--- src/rtl/utcx_pkg.sv ---
// utcx_pkg: shared types and constants for the utc extrapolate and step core
// depends on nothing; used by rtl/utc_extrapolate_and_step_core.sv
`default_nettype none

package utcx_pkg;

    localparam logic [31:0] STEP_THRESHOLD_RESET = 32'd5000000;

    localparam logic [1:0] MODE_DIRECT   = 2'd0;
    localparam logic [1:0] MODE_SCALED   = 2'd1;
    localparam logic [1:0] MODE_UNSCALED = 2'd2;

    typedef enum logic [11:0] {
        S_IDLE  = 12'b0000_0000_0001,
        S_DIFF  = 12'b0000_0000_0010,
        S_MAG   = 12'b0000_0000_0100,
        S_CHK   = 12'b0000_0000_1000,
        S_DIV   = 12'b0000_0001_0000,
        S_SEL   = 12'b0000_0010_0000,
        S_MUL   = 12'b0000_0100_0000,
        S_NEG   = 12'b0000_1000_0000,
        S_EXP   = 12'b0001_0000_0000,
        S_DELTA = 12'b0010_0000_0000,
        S_MAGD  = 12'b0100_0000_0000,
        S_OUT   = 12'b1000_0000_0000
    } state_t;

endpackage

`default_nettype wire

--- src/rtl/utc_extrapolate_and_step_core.sv ---
// utc_extrapolate_and_step_core: utc extrapolation from time reports and clock step decision
// bit-serial rate divider and ratio multiplier; depends on rtl/utcx_pkg.sv
`default_nettype none

// Each input transfer carries one utc report with its ptp stamp, the local ptp time, the local
// realtime clock and the sync flag; each one gives exactly one result transfer. The core keeps
// the previous report's utc and ptp stamps, forms the rate ratio with RATIO_FRAC_BITS fraction
// bits in a restoring divider that yields one quotient bit per cycle, and scales the ptp offset
// in a shift-add multiplier that takes one ratio bit per cycle. The core takes no new input
// transfer until the current item's result has been loaded into the output register, which
// waits for that register to empty. A finished result sits in the output register while the
// next input transfer is taken.
// step_threshold_ns is written through cfg_wr_en/cfg_wr_data.

module utc_extrapolate_and_step_core #(
    parameter int RATIO_FRAC_BITS = 30
) (
    input  wire logic         aclk,
    input  wire logic         aresetn,
    input  wire logic         cfg_wr_en,
    input  wire logic [31:0]  cfg_wr_data,
    input  wire logic         s_tvalid,
    output logic              s_tready,
    // report_utc_ns, report_ptp_ns, local_ptp_ns, local_realtime_ns
    input  wire logic [255:0] s_tdata,
    // report_valid, ptp_synced
    input  wire logic [1:0]   s_tuser,
    output logic              m_tvalid,
    input  wire logic         m_tready,
    // expected_utc_ns, ptp_time_ns, step_offset_ns
    output logic [191:0]      m_tdata,
    // utc_valid, extrapolation_mode[1:0], step_request
    output logic [3:0]        m_tuser
);

    localparam int RW = RATIO_FRAC_BITS + 1;
    localparam int PW = 64 + RW;
    localparam int CW = $clog2(RATIO_FRAC_BITS + 2);
    localparam logic [RW-1:0] RATIO_ONE  = RW'(1) << RATIO_FRAC_BITS;
    localparam logic [RW-1:0] RATIO_HALF = RW'(1) << (RATIO_FRAC_BITS - 1);

    utcx_pkg::state_t state_reg, state_next;

    logic [31:0]   thr_reg, thr_next;
    logic [63:0]   last_utc_reg, last_utc_next;
    logic [63:0]   last_ptp_reg, last_ptp_next;

    logic [63:0]   rep_utc_reg, rep_utc_next;
    logic [63:0]   rep_ptp_reg, rep_ptp_next;
    logic [63:0]   loc_ptp_reg, loc_ptp_next;
    logic [63:0]   loc_rt_reg, loc_rt_next;
    logic          valid_in_reg, valid_in_next;
    logic          synced_reg, synced_next;

    logic [63:0]   du_reg, du_next;
    logic [63:0]   dp_reg, dp_next;
    logic [63:0]   d_reg, d_next;
    logic          unity_reg, unity_next;
    logic          direct_reg, direct_next;
    logic [63:0]   a_reg, a_next;
    logic [63:0]   b_reg, b_next;
    logic [63:0]   magd_reg, magd_next;
    logic          bad_reg, bad_next;
    logic          div_ok_reg, div_ok_next;
    logic [63:0]   r_reg, r_next;
    logic [RW-1:0] q_reg, q_next;
    logic [CW-1:0] cnt_reg, cnt_next;
    logic [PW-1:0] prod_reg, prod_next;
    logic [63:0]   term_reg, term_next;
    logic [1:0]    mode_reg, mode_next;
    logic [63:0]   expected_reg, expected_next;
    logic [63:0]   delta_reg, delta_next;
    logic [63:0]   offs_reg, offs_next;
    logic [63:0]   magdelta_reg, magdelta_next;

    logic          m_valid_reg, m_valid_next;
    logic [191:0]  m_data_reg, m_data_next;
    logic [3:0]    m_user_reg, m_user_next;

    logic [63:0]   r_shift;
    logic [64:0]   mul_sum;
    logic [63:0]   p_trunc;
    logic          step_req;

    assign s_tready = (state_reg == utcx_pkg::S_IDLE);
    assign m_tvalid = m_valid_reg;
    assign m_tdata  = m_data_reg;
    assign m_tuser  = m_user_reg;

    assign r_shift  = {r_reg[62:0], 1'b0};
    assign mul_sum  = {1'b0, prod_reg[PW-1:RW]} + (prod_reg[0] ? {1'b0, magd_reg} : 65'd0);
    assign p_trunc  = prod_reg[RATIO_FRAC_BITS+63:RATIO_FRAC_BITS];
    assign step_req = (magdelta_reg > {32'd0, thr_reg});

    always_comb begin
        state_next    = state_reg;
        thr_next      = cfg_wr_en ? cfg_wr_data : thr_reg;
        last_utc_next = last_utc_reg;
        last_ptp_next = last_ptp_reg;
        rep_utc_next  = rep_utc_reg;
        rep_ptp_next  = rep_ptp_reg;
        loc_ptp_next  = loc_ptp_reg;
        loc_rt_next   = loc_rt_reg;
        valid_in_next = valid_in_reg;
        synced_next   = synced_reg;
        du_next       = du_reg;
        dp_next       = dp_reg;
        d_next        = d_reg;
        unity_next    = unity_reg;
        direct_next   = direct_reg;
        a_next        = a_reg;
        b_next        = b_reg;
        magd_next     = magd_reg;
        bad_next      = bad_reg;
        div_ok_next   = div_ok_reg;
        r_next        = r_reg;
        q_next        = q_reg;
        cnt_next      = cnt_reg;
        prod_next     = prod_reg;
        term_next     = term_reg;
        mode_next     = mode_reg;
        expected_next = expected_reg;
        delta_next    = delta_reg;
        offs_next     = offs_reg;
        magdelta_next = magdelta_reg;
        m_valid_next  = m_valid_reg && !m_tready;
        m_data_next   = m_data_reg;
        m_user_next   = m_user_reg;

        unique case (state_reg)
            utcx_pkg::S_IDLE: begin
                if (s_tvalid) begin
                    rep_utc_next  = s_tdata[63:0];
                    rep_ptp_next  = s_tdata[127:64];
                    loc_ptp_next  = s_tdata[191:128];
                    loc_rt_next   = s_tdata[255:192];
                    valid_in_next = s_tuser[0];
                    synced_next   = s_tuser[1];
                    state_next    = utcx_pkg::S_DIFF;
                end
            end
            utcx_pkg::S_DIFF: begin
                du_next       = rep_utc_reg - last_utc_reg;
                dp_next       = rep_ptp_reg - last_ptp_reg;
                d_next        = loc_ptp_reg - rep_ptp_reg;
                unity_next    = (last_utc_reg == 64'd0) || (rep_ptp_reg == last_ptp_reg);
                direct_next   = !synced_reg || (rep_ptp_reg == 64'd0);
                last_utc_next = rep_utc_reg;
                last_ptp_next = rep_ptp_reg;
                state_next    = utcx_pkg::S_MAG;
            end
            utcx_pkg::S_MAG: begin
                a_next     = du_reg[63] ? 64'd0 - du_reg : du_reg;
                b_next     = dp_reg[63] ? 64'd0 - dp_reg : dp_reg;
                magd_next  = d_reg[63] ? 64'd0 - d_reg : d_reg;
                bad_next   = (du_reg == 64'd0) || (du_reg[63] != dp_reg[63]);
                state_next = utcx_pkg::S_CHK;
            end
            utcx_pkg::S_CHK: begin
                div_ok_next = 1'b0;
                if (unity_reg) begin
                    q_next     = RATIO_ONE;
                    state_next = utcx_pkg::S_SEL;
                end else if (bad_reg || ({1'b0, a_reg} >= {b_reg, 1'b0})) begin
                    state_next = utcx_pkg::S_SEL;
                end else begin
                    div_ok_next = 1'b1;
                    if (a_reg >= b_reg) begin
                        q_next = RW'(1);
                        r_next = a_reg - b_reg;
                    end else begin
                        q_next = RW'(0);
                        r_next = a_reg;
                    end
                    cnt_next   = CW'(RATIO_FRAC_BITS - 1);
                    state_next = utcx_pkg::S_DIV;
                end
            end
            utcx_pkg::S_DIV: begin
                if (r_reg[63] || (r_shift >= b_reg)) begin
                    r_next = r_shift - b_reg;
                    q_next = {q_reg[RW-2:0], 1'b1};
                end else begin
                    r_next = r_shift;
                    q_next = {q_reg[RW-2:0], 1'b0};
                end
                cnt_next = cnt_reg - CW'(1);
                if (cnt_reg == CW'(0)) begin
                    state_next = utcx_pkg::S_SEL;
                end
            end
            utcx_pkg::S_SEL: begin
                if (direct_reg) begin
                    term_next  = 64'd0;
                    mode_next  = utcx_pkg::MODE_DIRECT;
                    state_next = utcx_pkg::S_EXP;
                end else if (unity_reg || (div_ok_reg && (q_reg > RATIO_HALF))) begin
                    prod_next  = {64'd0, q_reg};
                    cnt_next   = CW'(RATIO_FRAC_BITS);
                    mode_next  = utcx_pkg::MODE_SCALED;
                    state_next = utcx_pkg::S_MUL;
                end else begin
                    term_next  = d_reg;
                    mode_next  = utcx_pkg::MODE_UNSCALED;
                    state_next = utcx_pkg::S_EXP;
                end
            end
            utcx_pkg::S_MUL: begin
                prod_next = {mul_sum, prod_reg[RW-1:1]};
                cnt_next  = cnt_reg - CW'(1);
                if (cnt_reg == CW'(0)) begin
                    state_next = utcx_pkg::S_NEG;
                end
            end
            utcx_pkg::S_NEG: begin
                term_next  = d_reg[63] ? 64'd0 - p_trunc : p_trunc;
                state_next = utcx_pkg::S_EXP;
            end
            utcx_pkg::S_EXP: begin
                expected_next = rep_utc_reg + term_reg;
                state_next    = utcx_pkg::S_DELTA;
            end
            utcx_pkg::S_DELTA: begin
                delta_next = loc_rt_reg - expected_reg;
                offs_next  = expected_reg - loc_rt_reg;
                state_next = utcx_pkg::S_MAGD;
            end
            utcx_pkg::S_MAGD: begin
                magdelta_next = delta_reg[63] ? 64'd0 - delta_reg : delta_reg;
                state_next    = utcx_pkg::S_OUT;
            end
            utcx_pkg::S_OUT: begin
                if (!m_valid_reg || m_tready) begin
                    m_valid_next = 1'b1;
                    m_data_next  = {(step_req ? offs_reg : 64'd0), loc_ptp_reg, expected_reg};
                    m_user_next  = {step_req, mode_reg, valid_in_reg};
                    state_next   = utcx_pkg::S_IDLE;
                end
            end
            default: begin
                state_next = utcx_pkg::S_IDLE;
            end
        endcase
    end

    always_ff @(posedge aclk) begin
        if (!aresetn) begin
            state_reg    <= utcx_pkg::S_IDLE;
            thr_reg      <= utcx_pkg::STEP_THRESHOLD_RESET;
            last_utc_reg <= 64'd0;
            last_ptp_reg <= 64'd0;
            m_valid_reg  <= 1'b0;
        end else begin
            state_reg    <= state_next;
            thr_reg      <= thr_next;
            last_utc_reg <= last_utc_next;
            last_ptp_reg <= last_ptp_next;
            m_valid_reg  <= m_valid_next;
        end
    end

    always_ff @(posedge aclk) begin
        rep_utc_reg  <= rep_utc_next;
        rep_ptp_reg  <= rep_ptp_next;
        loc_ptp_reg  <= loc_ptp_next;
        loc_rt_reg   <= loc_rt_next;
        valid_in_reg <= valid_in_next;
        synced_reg   <= synced_next;
        du_reg       <= du_next;
        dp_reg       <= dp_next;
        d_reg        <= d_next;
        unity_reg    <= unity_next;
        direct_reg   <= direct_next;
        a_reg        <= a_next;
        b_reg        <= b_next;
        magd_reg     <= magd_next;
        bad_reg      <= bad_next;
        div_ok_reg   <= div_ok_next;
        r_reg        <= r_next;
        q_reg        <= q_next;
        cnt_reg      <= cnt_next;
        prod_reg     <= prod_next;
        term_reg     <= term_next;
        mode_reg     <= mode_next;
        expected_reg <= expected_next;
        delta_reg    <= delta_next;
        offs_reg     <= offs_next;
        magdelta_reg <= magdelta_next;
        m_data_reg   <= m_data_next;
        m_user_reg   <= m_user_next;
    end

    // a new result appears only from the output state
    a_result_from_out: assert property (@(posedge aclk) disable iff (!aresetn)
        $rose(m_tvalid) |-> $past(state_reg == utcx_pkg::S_OUT))
        else $error("result valid rose outside the output state");

    // an input transfer always starts the difference stage
    a_accept_starts: assert property (@(posedge aclk) disable iff (!aresetn)
        (s_tvalid && s_tready) |=> (state_reg == utcx_pkg::S_DIFF))
        else $error("input transfer did not start processing");

    // no step request means a zero step offset
    a_offset_zero: assert property (@(posedge aclk) disable iff (!aresetn)
        (m_tvalid && !m_tuser[3]) |-> (m_tdata[191:128] == 64'd0))
        else $error("step offset nonzero without step request");

    // mode code three is never produced
    a_mode_legal: assert property (@(posedge aclk) disable iff (!aresetn)
        m_tvalid |-> (m_tuser[2:1] != 2'd3))
        else $error("illegal extrapolation mode");

endmodule

`default_nettype wire
--- config.mk ---
export PLATFORM = sky130hd
export DESIGN_NAME = utc_extrapolate_and_step_core
export DESIGN_NICKNAME = d
export VERILOG_FILES = /design/src/rtl/utcx_pkg.sv /design/src/rtl/utc_extrapolate_and_step_core.sv
export SDC_FILE = /design/constraint.sdc
export NUM_CORES = 2
export LEC_CHECK = 0
export BUFFER_PORTS_ARGS = -buffer_cell sky130_fd_sc_hd__buf_2
export CORE_UTILIZATION = 30
export DETAILED_ROUTE_END_ITERATION = 8
export GPL_ROUTABILITY_DRIVEN = 0
export PLACE_DENSITY = 0.5
export SYNTH_ARGS = -nofsm -noshare
export SYNTH_HDL_FRONTEND = slang
export SYNTH_SLANG_ARGS = --single-unit
--- constraint.sdc ---
create_clock -name aclk -period 23.1 [get_ports aclk]
set_input_delay 5.775 -clock aclk [delete_from_list [all_inputs] [get_ports aclk]]
set_output_delay 5.775 -clock aclk [all_outputs]
set_load 0.02 [all_outputs]
* After elaboration in Yosys (flattened, before gate mapping) *
Index checks and enable logic that the tools add are counted.

word-level totals
  flip-flop bits (word level) = 1532
  bits in latches = 0
  RAM bits = 0
  memory bits (read-only) = 0
  input port bits = 295
  output and inout bits = 198
  memories = 0

cells by class
  $add $sub $neg = 15
  multiply operators = 0
  div/mod/pow operators = 0
  magnitude comparators = 5
  eq/ne operators = 24
  shift-type cells = 0
  multiplexer cells = 40
  bitwise operators = 0
  reductions and logical operators = 29

operator list
  operator                 count
  $mux W64                 8
  $sub A64 B64 Y64         7
  $sub A1 B64 Y64 const A  5
  $pmux W64 S2             2
  $mux W63                 4
  $logic_not A64 Y1        3
  $mux W95                 2
  $pmux W95 S2             1
  $pmux W12 S12            1
  $ge A64 B64 Y1           2
  $add A64 B64 Y65         1
  $ge A64 B65 Y1           1
  $add A64 B64 Y64         1
  $eq A64 B64 Y1           1
  $gt A64 B32 Y1           1
  $mux W31                 2
  $pmux W31 S2             1
  $mux W12                 4
  $gt A31 B30 Y1 const B   1
  $mux W5                  4
  $mux W9                  2
  $ne A2 B2 Y1 const B     8
  $pmux W5 S3              1
  $eq A12 B1 Y1 const B    1
  other kinds (28)         49

* Depth between registers and ports, before layout *
  word-level depth = 6
  gate-level depth with buffers = 17
  depth with buffers taken out = 16

* Least setup slack after synthesis *
Ideal clock, no wire load.

  path type = reg-to-reg
  start point = reg state_reg[2]
  end point = reg state_reg[5]
  setup time = 0.057 ns
  arrival time = 17.507 ns
  data required time = 23.043 ns
  path slack = 5.536 ns
  stages on the path, launching flop included = 9
  buffers on the path = 0
  clock period less this slack = 17.564 ns
  cells stage by stage = dfxtp_1 -> or4_1 -> or4b_2 -> or3_1 -> nor3b_1 -> nor4_1 -> a21oi_1 -> nand2_1 -> o21ba_2

between the ends
  longest elaborated chain between the ends = 3
  elaborated cells between the ends (all ways) = 18

ends and longest elaborated chain
  element                                 line                                  source
  start, declared                         utc_extrapolate_and_step_core.sv:42   utcx_pkg::state_t state_reg, state_next;
  start signal, assigned                  utc_extrapolate_and_step_core.sv:248  state_reg <= utcx_pkg::S_IDLE;
  start signal, assigned                  utc_extrapolate_and_step_core.sv:254  state_reg <= state_next;
  $eq A12 B12 Y1 (tied with other cells)  utc_extrapolate_and_step_core.sv:130  unique case (state_reg)
  $ne A2 B2 Y1 (no source line)           -
  $reduce_and A4 Y1 (no source line)      -

Parallel ways exist; a longest one is shown, timed or not.
A chain may end at the register's enable or synchronous reset.

* Final worst setup path *
  start point = reg state_reg[9]
  end point = out s_tready

between the ends
  longest elaborated chain between the ends = 1

ends and longest elaborated chain
  element        line                                 source
  $eq A12 B1 Y1  utc_extrapolate_and_step_core.sv:85  assign s_tready = (state_reg == utcx_pkg::S_IDLE);
  end, declared  utc_extrapolate_and_step_core.sv:23  output logic s_tready,

Every way passes these cells.

==> results.toml <==
[outcome]
status = "finished with violations"
violations = "DRC"

[logic_synthesis]
syn-num-nets = 10117
avgSynthCellArea_sq_um = 10.22
ys_types = 82
syn_area_sq_mm = 0.09346
synth_edf_count = 1358
ys_top_cells_by_area = "edfxtp_1, ha_1, xnor2_1"
yosysTopAreaCell = "edfxtp_1"
ys_seq_elements = 1531
synth_top_area_share_pct = 43.63
ys_warn_count = 0
yosysSeqAreaShare_pct = 47.34
async_reset_ff_share_pct = 0
synth_top_flop_cell = "edfxtp_1"
synthCells = 9141

[setup_path]
cp_slowest_stage_delay_ns = 0.59
worstPathCellList = "or4_1, or4_1, nor3b_1, buf_4, buf_2"
cp.arrival_ns = 3.02
critical_path_class = "reg2out"
crit_path_top_delay_cell = "or4_1"
critPathMostFrequentCell = "or4_1"
crit_path_max_fanout = 7
cp.buffers_inverters = 2
crit_path_end_kind = "primary output"
cpLargestDelayFamily = "simple AND/OR/NAND/NOR gates"
start_kind = "register"
critPathRequiredTime_ns = 17.33

[timing]
max_clock_freq_mhz = 113.8
setup_slack_ns = 14.31
skew_ns = 0.06068
fin_tns_setup_ns = 0
setup_violations = 0
fin_crit_sh_pct = 38.06
period_minus_slack_ns = 8.791
relSlewSlack_pct = 14.44
slew_violations = 0
worstMarginPinSlew_ns = 1.283
rsz0062_at_grt = "false"
hold_violations = 0

[final_layout]
fin_util_pct = 34.36
drive_gt1_share_pct = 9.784
area_growth_pct = 13.74
largest_register_ffs = 192
fill_cells = 31261
final_nets = 10477
mostFrequentLayoutCells = "edfxtp_1, nand2_1, a21oi_1"
layout_commonest_cell = "edfxtp_1"

[global_routing]
antenna_found_initial = 29
grt_pass1_vias = 69191
grt.total_usage_pct = 18.85
overflow = 0
grt_pass1_wl_um = 450700
grt_max_degree = 155

[clock_network]
numClockSinks = 1531
cts_tree = "yes"
path_clk_slew_ns = 0.06
clockBufferDepth = 4
root_buffer = "clkbuf_16"
ctsHoldBuffers = 0
cts_resized = 0
clock_latency_ns = 0.88
htreeDepth = 4
cts_buffers = 185
post_cts_buffers = 0

[route]
drtPass1Iterations = 9
first_iter_violations = 6700
via_per_inst = 5.259
wl_um = 308100
postRouteAntennaNets = 0
routedWlPerCell_um = 22.37
drc_errors = 2
vias = 72439

[pwr]
peakVddDrop_mv = 0.06603
p_leak_uw = 0.03954
p_per_area_mw_per_mm2 = 65.61

[min_path]
hold_path.class = "reg2reg"

[placed_design]
dp_hpwl_um = 241700
port_buffers = 492
post-place-ws_ns = 14.00

[job]
maxCapViolCount = 0

[floorplan]
row_count = 204
boundaryPins = 493
dieArea_sq_mm = 0.3138
start_util_pct = 30.21
die_y_um = 560.1
core-area_sq_mm = 0.3094
fp.dieW_um = 560.1
-- path summary, 6_finish.rpt --
check / from / slack (ns) / endpoint / cells past startpoint
worst max register to register: b_reg[1]$_DFFE_PP_ / 17.03 / r_reg[57]$_DFFE_PP_ / 15
worst min-delay path: valid_in_reg$_DFFE_PP_ / 0.42 / m_tuser[0]$_DFFE_PP_ / 0
worst min register to register: valid_in_reg$_DFFE_PP_ / 0.42 / m_tuser[0]$_DFFE_PP_ / 0
worst max-delay path: state_reg[9]$_SDFFE_PN0P_ / 14.31 / s_tready / 5
-- Yosys cell counts, drive strengths merged, types with 48 or more instances --
| master | n |
|---|---|
| nand3 | 131 |
| edfxtp | 1358 |
| nor3 | 109 |
| nand3b | 68 |
| a21o | 366 |
| xor2 | 258 |
| nor2b | 123 |
| inv | 578 |
| or4 | 68 |
| a21oi | 681 |
| o211ai | 48 |
| clkbuf | 351 |
| o41ai | 60 |
| a21boi | 163 |
| a31oi | 109 |
| o31ai | 128 |
| o21bai | 96 |
| nand2 | 818 |
| and3 | 53 |
| nor2 | 450 |
| or3 | 60 |
| nor4 | 80 |
| ha | 672 |
| and2 | 186 |
| o21a | 84 |
| dfxtp | 173 |
| nand4 | 148 |
| nand2b | 111 |
| o21ai | 562 |
| a211oi | 80 |
| xnor2 | 558 |
-- metal layers --
metal | track usage, % | wire length, um
met2 | 29.18 | 133000
met5 | 0 | 37
met1 | 26.84 | 144300
met3 | 2.917 | 20440
met4 | 5.919 | 10350
-- power by group --
group          switching, uW  internal [uW]
Sequential              97.4           3110
Clock                   1200           1740
Combinational            518            308
Total                   1820           5160
-- per-stage QoR --
stage | hold WS, ns | total power, uW | instance area, sq um | instances
after floorplan | 0.4003 | 3765 | 93460 | 9141
after global placement | 0.4026 | 4073 | 100200 | 13434
after detailed placement | 0.4110 | 4077 | 100200 | 13434
after CTS | 0.4255 | 7038 | 106300 | 13768
after global routing | 0.4420 | 7209 | 106300 | 13770
final | 0.4218 | 6974 | 106300 | 13774
-- final cells by class --
cell class                      instances  area (sq um)  area share (%)
Tap cell                             4120          5155           4.849
Clock inverter                         97          1005          0.9452
Sequential cell                      1531         44240           41.62
Inverter                              578          2170           2.041
Clock buffer                          237          5070           4.769
Multi-Input combinational cell       6660         45760           43.04
Antenna cell                            6         15.01         0.01412
Timing Repair Buffer                  545          2888           2.717
-- logic make-up after synthesis --
logic type | count (synthesis) | synth area share, %
adder cells (fa/ha/maj) | 681 | 9.189
XOR/XNOR | 816 | 7.647
buffers and inverters | 950 | 3.825
AO/OA/AOI/OAI | 2595 | 17.83
flip-flops | 1531 | 47.34
multiplexers | 73 | 0.8274
AND/OR/NAND/NOR | 2495 | 13.35
(Power assumes the default switching activity.)
